**src/design/itbd_pkg.sv**
```systemverilog
// Package for integer_to_base_digits: sizes, config register indexes,
// reciprocal table for the digit divider and the sequencer microcode ROM.
// No dependencies.
`default_nettype none

package itbd_pkg;

    localparam int MAX_BASE_DEF = 16;
    localparam int VALUE_W      = 32;
    localparam int SYM_W        = 8;
    localparam int BASE_W       = 5;
    localparam int CFG_W        = 64;
    localparam int CFG_IDX_W    = 2;
    localparam int DIG_DEPTH    = 32;                  // most digits of a 32-bit magnitude
    localparam int DIG_AW       = $clog2(DIG_DEPTH);
    localparam int CNT_W        = DIG_AW + 1;
    localparam int STEP_W       = 3;
    localparam int REM_W        = 6;                   // remainder estimate stays below 32

    localparam logic [SYM_W-1:0] CHAR_PLUS  = 8'h2B;
    localparam logic [SYM_W-1:0] CHAR_MINUS = 8'h2D;
    localparam logic [BASE_W-1:0] MIN_RADIX = 5'd2;

    localparam logic [CFG_IDX_W-1:0] CFG_BASE_SIZE   = 2'd0;
    localparam logic [CFG_IDX_W-1:0] CFG_DIGITS_LOW  = 2'd1;
    localparam logic [CFG_IDX_W-1:0] CFG_DIGITS_HIGH = 2'd2;

    localparam logic [BASE_W-1:0]  RST_BASE_SIZE   = 5'd10;
    localparam logic [CFG_W-1:0]   RST_DIGITS_LOW  = 64'h3736_3534_3332_3130;
    localparam logic [CFG_W-1:0]   RST_DIGITS_HIGH = 64'h0000_0000_0000_3938;

    // program step addresses
    localparam logic [STEP_W-1:0] ST_IDLE  = 3'd0;
    localparam logic [STEP_W-1:0] ST_CHECK = 3'd1;
    localparam logic [STEP_W-1:0] ST_MUL   = 3'd2;
    localparam logic [STEP_W-1:0] ST_FIX   = 3'd3;
    localparam logic [STEP_W-1:0] ST_SIGN  = 3'd4;
    localparam logic [STEP_W-1:0] ST_EMIT  = 3'd5;

    typedef enum logic [2:0] {
        C_NONE,      // never jump
        C_ACCEPT,    // an input beat was taken
        C_BAD,       // alphabet rejected
        C_QNZ,       // corrected quotient still nonzero
        C_POS,       // value was not negative
        C_LAST       // emitting the final digit
    } t_cond;

    typedef enum logic [1:0] {
        EM_NONE,
        EM_SIGN,
        EM_DIGIT
    } t_emit;

    typedef struct packed {
        logic              ready;   // input channel open
        logic              mul;     // load quotient estimate
        logic              fix;     // correct quotient, store digit
        t_emit             emit;
        t_cond             cond;
        logic [STEP_W-1:0] target;
        logic              hold;    // stay on this step when the jump is not taken
    } t_uword;

    function automatic t_uword ucode(input logic [STEP_W-1:0] step);
        t_uword w;
        w = '{ready: 1'b0, mul: 1'b0, fix: 1'b0, emit: EM_NONE,
              cond: C_NONE, target: ST_IDLE, hold: 1'b0};
        case (step)
            ST_IDLE: begin
                w.ready  = 1'b1;
                w.cond   = C_ACCEPT;
                w.target = ST_CHECK;
                w.hold   = 1'b1;
            end
            ST_CHECK: begin
                w.cond   = C_BAD;
                w.target = ST_IDLE;
            end
            ST_MUL: begin
                w.mul    = 1'b1;
            end
            ST_FIX: begin
                w.fix    = 1'b1;
                w.cond   = C_QNZ;
                w.target = ST_MUL;
            end
            ST_SIGN: begin
                w.emit   = EM_SIGN;
                w.cond   = C_POS;
                w.target = ST_EMIT;
            end
            ST_EMIT: begin
                w.emit   = EM_DIGIT;
                w.cond   = C_LAST;
                w.target = ST_IDLE;
                w.hold   = 1'b1;
            end
            default: begin
                w.target = ST_IDLE;
                w.cond   = C_NONE;
                w.hold   = 1'b0;
            end
        endcase
        return w;
    endfunction

    // floor(2^32 / d); estimate q' = (m * recip) >> 32 is q or q - 1
    function automatic logic [VALUE_W-1:0] recip(input logic [BASE_W-1:0] d);
        logic [VALUE_W-1:0] r;
        case (d)
            5'd2:    r = 32'h8000_0000;
            5'd3:    r = 32'h5555_5555;
            5'd4:    r = 32'h4000_0000;
            5'd5:    r = 32'h3333_3333;
            5'd6:    r = 32'h2AAA_AAAA;
            5'd7:    r = 32'h2492_4924;
            5'd8:    r = 32'h2000_0000;
            5'd9:    r = 32'h1C71_C71C;
            5'd10:   r = 32'h1999_9999;
            5'd11:   r = 32'h1745_D174;
            5'd12:   r = 32'h1555_5555;
            5'd13:   r = 32'h13B1_3B13;
            5'd14:   r = 32'h1249_2492;
            5'd15:   r = 32'h1111_1111;
            5'd16:   r = 32'h1000_0000;
            default: r = 32'hFFFF_FFFF;   // radix rejected before use
        endcase
        return r;
    endfunction

endpackage

`default_nettype wire

```
**src/design/integer_to_base_digits.sv**
```systemverilog
// Top level of integer_to_base_digits: signed integer to text in a configured radix.
// Microcoded sequencer over a reciprocal-multiply digit divider; uses itbd_pkg.
//
// Usage: one signed 32-bit value enters on the input channel (i_valid/o_stall) and
// leaves as a run of symbol beats on the output channel (o_valid/i_stall), a '-'
// first for negative values, then digits most significant first, o_last on the
// final beat. A rejected alphabet (radix below 2 or above MAX_BASE, a '+' or '-'
// symbol, a repeated symbol) yields no beats at all.
// Sequence for a value: the alphabet check, then for each digit a divider pass (a
// 32x32 reciprocal multiply step, then a remainder correction step), then the sign
// step and the digit beats, each beat held while the receiver stalls. The next
// value is taken as soon as the last beat sits in the output register. Config
// writes are registered; the user must make config writes only while idle, as the
// block itself does not enforce it.
// Reset restores the decimal alphabet "0123456789" and empties the output register.
// A stalling receiver holds the output register and freezes the sequencer on its
// emit step; the payload does not change while stalled.
`default_nettype none

module integer_to_base_digits
    import itbd_pkg::*;
#(
    parameter int MAX_BASE = MAX_BASE_DEF
) (
    input  wire logic                        i_clk,
    input  wire logic                        i_rst_n,
    input  wire logic                        i_cfg_we,
    input  wire logic [CFG_IDX_W-1:0]        i_cfg_idx,
    input  wire logic [CFG_W-1:0]            i_cfg_data,
    input  wire logic                        i_valid,
    output logic                             o_stall,
    input  wire logic signed [VALUE_W-1:0]   i_value,
    output logic                             o_valid,
    input  wire logic                        i_stall,
    output logic [SYM_W-1:0]                 o_symbol,
    output logic                             o_last
);

    localparam int DIGIT_W = (MAX_BASE > 1) ? $clog2(MAX_BASE) : 1;

    logic [BASE_W-1:0]      r_base;
    logic [CFG_W-1:0]       r_dig_lo;
    logic [CFG_W-1:0]       r_dig_hi;

    logic [STEP_W-1:0]      r_step, n_step;
    logic [VALUE_W-1:0]     r_mag;
    logic [VALUE_W-1:0]     r_q;
    logic                   r_neg;
    logic [CNT_W-1:0]       r_nd;
    logic [DIGIT_W-1:0]     r_digits [DIG_DEPTH];

    logic                   r_ovalid;
    logic [SYM_W-1:0]       r_osym;
    logic                   r_olast;

    t_uword                 w_uw;
    logic [2*CFG_W-1:0]     w_alpha_bits;
    logic [SYM_W-1:0]       w_sym [MAX_BASE];
    logic                   w_alpha_ok;
    logic [2*VALUE_W-1:0]   w_prod;
    logic [REM_W-1:0]       w_rem;
    logic [REM_W-1:0]       w_qd;
    logic                   w_over;
    logic [VALUE_W-1:0]     w_qfix;
    logic [DIGIT_W-1:0]     w_digit;
    logic                   w_cond;
    logic                   w_emit;
    logic                   w_out_free;
    logic                   w_block;
    logic                   w_accept;
    logic [CNT_W-1:0]       w_nd_dec;
    logic [DIGIT_W-1:0]     w_rd_digit;
    logic [SYM_W-1:0]       w_emit_sym;

    // alphabet bytes
    assign w_alpha_bits = {r_dig_hi, r_dig_lo};

    always_comb begin
        for (int k = 0; k < MAX_BASE; k++) begin
            w_sym[k] = w_alpha_bits[k*SYM_W +: SYM_W];
        end
    end

    // alphabet check: all pairs compared in parallel
    always_comb begin
        w_alpha_ok = (r_base >= MIN_RADIX) && ({27'd0, r_base} <= MAX_BASE);
        for (int i = 0; i < MAX_BASE; i++) begin
            if (i < int'(r_base)) begin
                if (w_sym[i] == CHAR_PLUS || w_sym[i] == CHAR_MINUS) begin
                    w_alpha_ok = 1'b0;
                end
                for (int j = i + 1; j < MAX_BASE; j++) begin
                    if (j < int'(r_base) && w_sym[j] == w_sym[i]) begin
                        w_alpha_ok = 1'b0;
                    end
                end
            end
        end
    end

    // digit divider: estimate, then one correction from the low remainder bits
    assign w_prod  = {{VALUE_W{1'b0}}, r_mag} * {{VALUE_W{1'b0}}, recip(r_base)};
    assign w_qd    = REM_W'(r_q[REM_W-1:0] * {1'b0, r_base});
    assign w_rem   = r_mag[REM_W-1:0] - w_qd;
    assign w_over  = (w_rem >= {1'b0, r_base});
    assign w_qfix  = r_q + {{(VALUE_W-1){1'b0}}, w_over};
    assign w_digit = w_over ? DIGIT_W'(w_rem - {1'b0, r_base}) : DIGIT_W'(w_rem);

    assign w_nd_dec   = r_nd - CNT_W'(1);
    assign w_rd_digit = r_digits[w_nd_dec[DIG_AW-1:0]];
    assign w_emit_sym = (w_uw.emit == EM_SIGN) ? CHAR_MINUS : w_sym[w_rd_digit];

    // sequencer
    always_comb begin
        w_uw = ucode(r_step);
        case (w_uw.cond)
            C_NONE:   w_cond = 1'b0;
            C_ACCEPT: w_cond = i_valid;
            C_BAD:    w_cond = !w_alpha_ok;
            C_QNZ:    w_cond = (w_qfix != '0);
            C_POS:    w_cond = !r_neg;
            C_LAST:   w_cond = (r_nd == CNT_W'(1));
            default:  w_cond = 1'b0;
        endcase
        w_emit     = (w_uw.emit == EM_DIGIT) || (w_uw.emit == EM_SIGN && r_neg);
        w_out_free = !r_ovalid || !i_stall;
        w_block    = w_emit && !w_out_free;
        w_accept   = w_uw.ready && i_valid;
        if (w_block) begin
            n_step = r_step;
        end else if (w_cond) begin
            n_step = w_uw.target;
        end else if (w_uw.hold) begin
            n_step = r_step;
        end else begin
            n_step = r_step + STEP_W'(1);
        end
    end

    // closed while reset is held
    assign o_stall = !w_uw.ready || !i_rst_n;

    always_ff @(posedge i_clk) begin
        if (!i_rst_n) begin
            r_step   <= ST_IDLE;
            r_ovalid <= 1'b0;
            r_base   <= RST_BASE_SIZE;
            r_dig_lo <= RST_DIGITS_LOW;
            r_dig_hi <= RST_DIGITS_HIGH;
        end else begin
            r_step <= n_step;
            if (w_emit && w_out_free) begin
                r_ovalid <= 1'b1;
            end else if (!i_stall) begin
                r_ovalid <= 1'b0;
            end
            if (i_cfg_we) begin
                case (i_cfg_idx)
                    CFG_BASE_SIZE:   r_base   <= i_cfg_data[BASE_W-1:0];
                    CFG_DIGITS_LOW:  r_dig_lo <= i_cfg_data;
                    CFG_DIGITS_HIGH: r_dig_hi <= i_cfg_data;
                    default: ;
                endcase
            end
        end
    end

    // datapath, no reset needed
    always_ff @(posedge i_clk) begin
        if (w_accept) begin
            r_neg <= i_value[VALUE_W-1];
            r_mag <= i_value[VALUE_W-1] ? (VALUE_W'(0) - VALUE_W'(i_value))
                                        : VALUE_W'(i_value);
            r_nd  <= '0;
        end
        if (w_uw.mul) begin
            r_q <= w_prod[2*VALUE_W-1:VALUE_W];
        end
        if (w_uw.fix) begin
            r_mag <= w_qfix;
            r_digits[r_nd[DIG_AW-1:0]] <= w_digit;
            r_nd  <= r_nd + CNT_W'(1);
        end
        if (w_emit && w_out_free) begin
            r_osym  <= w_emit_sym;
            r_olast <= (w_uw.emit == EM_DIGIT) && (r_nd == CNT_W'(1));
            if (w_uw.emit == EM_DIGIT) begin
                r_nd <= w_nd_dec;
            end
        end
    end

    assign o_valid  = r_ovalid;
    assign o_symbol = r_osym;
    assign o_last   = r_olast;

endmodule

`default_nettype wire
```
**config.mk**
```make
export PLATFORM = sky130hd
export DESIGN_NAME = integer_to_base_digits
export DESIGN_NICKNAME = d
export VERILOG_FILES = /design/src/design/itbd_pkg.sv /design/src/design/integer_to_base_digits.sv
export SDC_FILE = /design/constraint.sdc
export NUM_CORES = 2
export LEC_CHECK = 0
export BUFFER_PORTS_ARGS = -buffer_cell sky130_fd_sc_hd__buf_2
export CAP_MARGIN = 20
export CELL_PAD_IN_SITES_DETAIL_PLACEMENT = 1
export CELL_PAD_IN_SITES_GLOBAL_PLACEMENT = 2
export CORE_ASPECT_RATIO = 0.8
export CORE_MARGIN = 3
export CORE_UTILIZATION = 46
export DETAILED_ROUTE_END_ITERATION = 10
export PLACE_DENSITY = 0.95
export REMOVE_ABC_BUFFERS = 1
export SLEW_MARGIN = 20
export SYNTH_ARGS = -nofsm -noshare
export SYNTH_HDL_FRONTEND = slang
export SYNTH_SLANG_ARGS = --single-unit
```
**constraint.sdc**
```tcl
create_clock -name i_clk -period 18.08 [get_ports i_clk]
set_input_delay 1.808 -clock i_clk [delete_from_list [all_inputs] [get_ports i_clk]]
set_output_delay 1.808 -clock i_clk [all_outputs]
set_load 0.05 [all_outputs]
```
* Word level (Yosys, flattened, before mapping)
Memories as Yosys holds them, arrays and structs flattened. A register that Yosys moved wholly into a read port is not among the register bits.
Cells that the tools add are included.
** Word-level totals
- Flip-flop bits (word level) :: 217
- RAM bits :: 128
- Memory bits (read-only) :: 1024
- Input port bits :: 103
- Output and inout port bits :: 11
- Logic and storage cells :: 552
- Memories kept :: 2
** Operators by class
- Add/subtract/negate cells :: 7
- Multiply operators :: 2
- Magnitude comparators :: 20
- Eq/ne operators :: 169
- Muxes and demuxes :: 178
- Bitwise logic cells :: 2
- Reduce and logical (&&, ||, !) cells :: 161
** Memory list
- (no name shown) :: depth 32, width 32, rd ports 1, clocked after memory_dff 1, wr ports 0, line itbd_pkg.sv:111 : case (d)
- r_digits :: depth 32, width 4, rd ports 1, clocked after memory_dff 0, wr ports 1, line integer_to_base_digits.sv:50 : logic [DIGIT_W-1:0] r_digits [DIG_DEPTH];
** Operator list (number)
- $eq A8 B8 Y1 :: 120
- $eq A8 B6 Y1 const B :: 32
- $mux W1 :: 160
- $logic_and A1 B1 Y1 :: 126
- $mux W32 :: 3
- $mul A32 B32 Y64 :: 1
- $lt A4 B5 Y1 const A :: 8
- $add A32 B1 Y32 :: 1
- $bmux W8 S4 :: 1
- $reduce_bool A32 Y1 :: 1
- $sub A1 B32 Y32 const A :: 1
- $pmux W6 S5 :: 1
- $mux W6 :: 4
- $lt A3 B5 Y1 const A :: 4
- $logic_or A1 B1 Y1 :: 19
- $mux W8 :: 2
- $eq A3 B2 Y1 const B :: 4
- $eq A3 B3 Y1 const B :: 4
- $lt A1 B5 Y1 const A :: 2
- $lt A2 B5 Y1 const A :: 2
- $mux W5 :: 2
- $reduce_and A2 Y1 :: 4
- $logic_not A1 Y1 :: 7
- $add A6 B1 Y6 const B :: 1
- 24 further kinds :: 29

* Depth between registers and ports, before layout
- Depth in word-level cells :: 158
- Gate-level depth with buffers :: 32
- Depth with buffers taken out :: 30

* Worst setup path after synthesis
No wires, ideal clock.
- Path type :: reg-to-reg
- Start point :: reg r_mag[20]
- End point :: reg r_q[12] (data pin)
- Setup time :: 0.258 ns
- Arrival :: 7.380 ns
- Data required time :: 17.822 ns
- Setup slack :: 10.442 ns
- Cell stages (with the launch flop) :: 29
- Buffers on the path :: 1
- Period minus slack after synthesis :: 7.638 ns
- Path through :: edfxtp_1 > clkbuf_1 > and2_1 > fa_1 > fa_1 > inv_1 > fa_1 > inv_1 > fa_1 > inv_1 > fa_1 > inv_1 > fa_1 > fa_1 > inv_1 > fa_1 > inv_1 > ha_1 > a21oi_1 > o211ai_1 > a21oi_1 > or4b_1 > nand3b_1 > a21oi_1 > o21a_1 > o21a_1 > or3b_2 > a31oi_1 > xnor2_1
** Between the ends
- Word-level cells in the longest chain between the ends :: 1
** RTL lines
- from (decl) :: line integer_to_base_digits.sv:46 : logic [VALUE_W-1:0] r_mag;
- from (signal assigned) :: line integer_to_base_digits.sv:172 : r_mag <= i_value[VALUE_W-1] ? (VALUE_W'(0) - VALUE_W'(i_value))
- from (signal assigned) :: line integer_to_base_digits.sv:180 : r_mag <= w_qfix;
- $mul A32 B32 Y64 :: line integer_to_base_digits.sv:102 : assign w_prod = {{VALUE_W{1'b0}}, r_mag} * {{VALUE_W{1'b0}}, recip(r_base)};
- named net w_prod[44] :: line integer_to_base_digits.sv:60 : logic [2*VALUE_W-1:0] w_prod;
- to (signal assigned) :: line integer_to_base_digits.sv:177 : r_q <= w_prod[2*VALUE_W-1:VALUE_W];
- to (decl) :: line integer_to_base_digits.sv:47 : logic [VALUE_W-1:0] r_q;
The timed path passes the listed nets, and every way through them passes these cells.
A chain may end at the register's enable or synchronous reset.

* Worst setup path after layout
- Start point :: reg r_mag[21]
- End point :: reg r_q[19] (data pin)
Same word-level chain as after synthesis.

==> summary.txt <==
Drt
  • Router iterations before antenna repair: 5
  • # DRC: 0
  • Number of antenna-violating nets in the routed design: 0
  • DR vias/cell: roughly 6.1
  • Drt total wl: ~240 mm
  • Via total after detailed routing: ~50,000
  • Wire per inst: about 29 µm
  • Starting DRT DRC Count: between 5,000 and 6,000

STA
  • F_max: 104 MHz
  • Count of pins over their slew limit: 0
  • Worst-Margin Slew: 1240 ps
  • Setup-failing EPs final: 0
  • TNS Setup: 0 ps
  • Unrepaired setup endpoints after global routing: no
  • Worst slew margin: roughly 16%
  • Worst Skew: 44.6 ps
  • Fin crit period: between 9000 and 10,000 ps
  • Period utilisation layout: 53.3%
  • Final hold vios: 0

Global routing
  • First-pass GRT wire length: about 360 mm
  • Largest net degree at the start of global routing: 82
  • Gr usage total: a little over a third
  • Initial antenna violation count: 15
  • Total grt overflow: 0
  • Vias in the first global route: 54,202

Placed design
  • IO Port Bufs: 113
  • GPL Wtd Cong: 0.990
  • Inst Count DP: ~8,000
  • Detailed placement HPWL: about 170 mm

Clock network
  • Post-CTS setup buffers: 0
  • Latest clock arrival within the worst-skew pair: 660 ps
  • Post-CTS Hold Fix Bufs: 0
  • Post-CTS Resized: 0
  • CTS buffer count: 46
  • Clk buf depth: 3
  • CTS clk-pin slew, worst paths: about 70 ps
  • CTS Root Buffer Type: clkbuf_16
  • CTS tree: done
  • CTS HTree Levels: 2
  • Clock sink total: around 370

Synth
  • Synth top area share: between 20% and 30%
  • Post-synth EDFFs: 202
  • Most common cell in the netlist: inv_1
  • Avg Inst Size Synth: a little over 9 µm²
  • Synth async-reset ratio: 0%
  • Cells after synthesis: between 6,000 and 7,000
  • Ys Warns: 0
  • Synth cell types: 85
  • Register area share after synthesis: between 10% and 20%
  • Top FF cell, synth: edfxtp_1
  • Synth area leader: fa_1
  • Top cells by count, synth: 1,025 x inv_1, 903 x fa_1, 826 x nand2_1
  • Flops & latches, synth: ~370
  • Post-synthesis instance area: between 60,000 and 70,000 µm²
  • Ranking of synthesized cells by area: fa_1 30%, xnor2_1 12%, edfxtp_1 10%

Die
  • DIE HEIGHT: 331 µm
  • Floorplan row count: about 120
  • Starting Density: between 40% and 50%
  • # IOs: around 110
  • Core area: roughly 130,000 µm²
  • Die area: between 100,000 and 150,000 µm²
  • Die Wd: 412 µm

Setup path
  • WS Path Type: flip-flop to flip-flop
  • Crit-path max FO: 22
  • R2r setup slk: 8450 ps
  • Startpoint Class: flip-flop
  • Crit path DAT: 10,060 ps
  • Worst Setup SP: r_mag[21]
  • Worst Setup EP: r_q[19]
  • WP data required: between 15,000 and 20,000 ps
  • R2r worst-path depth: 25
  • Worst R2R End: r_q[19]
  • Worst r2r src: r_mag[21]
  • CP endpoint kind: flip-flop

Cells and area
  • Area growth from synthesis to layout: 5.47%
  • Nets: roughly 7,700
  • Filler Cell Count: between 10,000 and 15,000
  • Finished Layout Cells: just over 8,000
  • Share of post-route cells with drive strength above 1: approximately 7.5%

Run
  • Max Cap Viol: 0

Status
  • Outcome: complete, no violations

Min path
  • Hold Crit Class: flip-flop to flip-flop
[state kept, by name, indices dropped and copies added, names as in the netlist, named ones only]
| signal | count |
|---|---|
| r_nd | 6 |
| o_valid | 1 |
| r_digits | 128 |
| r_mag | 32 |
| o_last | 1 |
| r_q | 32 |
| o_symbol | 8 |
| r_step | 3 |
| r_dig_hi | 64 |
| r_dig_lo | 64 |
| r_base | 5 |
| r_neg | 1 |
[layout by cell type (no fill, tap or decap), types with 118 or more instances in the layout]
| master | netlist | final |
|---|---|---|
| a21oi_1 | 216 | 216 |
| and2_1 | 265 | 265 |
| buf_4 | 40 | 174 |
| dfxtp_1 | 165 | 146 |
| edfxtp_1 | 202 | 202 |
| fa_1 | 903 | 903 |
| ha_1 | 291 | 290 |
| inv_1 | 1025 | 1025 |
| nand2_1 | 826 | 826 |
| nand4_1 | 200 | 200 |
| nor2_1 | 119 | 118 |
| xnor2_1 | 824 | 824 |
| xor2_1 | 267 | 267 |
[area by class of cell]
class,count,area [µm²],share of cell area (%)
sequential,367,9390,14.7
clock inverter,26,303,0.474
antenna,3,7.51,0.0117
inverter,1027,3850,6.03
multi-input combinational,4711,45000,70.4
tap,1740,2180,3.41
clock buffer,58,1260,1.97
timing repair buffer,289,1900,2.98
[metal layers]
| metal | routed length [µm] | GRT usage, % |
|---|---|---|
| met1 | 94400 | 47.8 |
| met2 | 100000 | 51.5 |
| met3 | 31600 | 11.2 |
| met4 | 12200 | 15.3 |
| met5 | 48 | 0 |
[cells by family (layout without fill, tap and decap cells)]
group                    count (synthesis)  after routing  synth area share (%)
AND/OR/NAND/NOR                       1808           1808                  14.7
buffers and inverters                 1533           1400                  10.3
adder cells (fa/ha/maj)               1194           1194                  35.9
XOR/XNOR                              1092           1092                  15.8
AO/OA/AOI/OAI                          510            510                  5.18
flip-flops                             367            367                  15.5
multiplexers                           107            107                  2.66
other                                    0              3                     0
[metrics by stage]
stage	worst slack, ps	hold WS [ps]	utilization, %	area (µm²)
after global placement	9040	443	47.9	62300
after floorplan	10260	527	-	58200
after detailed placement	8780	448	47.9	62300
final	8450	457	49.1	63900
after global routing	8080	484	49.1	63900
after CTS	8690	459	49.1	63800
[worst min path at each step]
stage | endpoint | slack (ps) | cells past startpoint | start
final | r_dig_hi[58] | 460 | 2 | r_dig_hi[58]
after global routing | r_dig_hi[58] | 480 | 2 | r_dig_hi[58]
after CTS | r_dig_hi[57] | 460 | 2 | r_dig_hi[57]
after detailed placement | r_dig_hi[15] | 450 | 2 | r_dig_hi[15]
after global placement | r_dig_hi[0] | 440 | 2 | r_dig_hi[0]
after floorplan | r_step[1] | 530 | 2 | r_step[1]
[critical path: stages, from the launching register on]
cell	delay, ps
edfxtp_1	1160
nand2_1	270
fa_1	550
inv_1	70
fa_1	600
fa_1	570
inv_1	50
fa_1	480
fa_1	600
fa_1	530
inv_1	50
fa_1	480
inv_1	50
fa_1	480
inv_1	50
ha_1	330
and3_1	240
a31oi_1	110
o21ai_0	900
inv_1	160
a21oi_1	410
nor2_1	100
o21ai_0	340
a21boi_0	260
o21a_1	260
o311ai_0	300
Power is left out: the tool's default activity adds up to more than one toggle a clock period on the data nets, which glitch-free logic cannot reach.
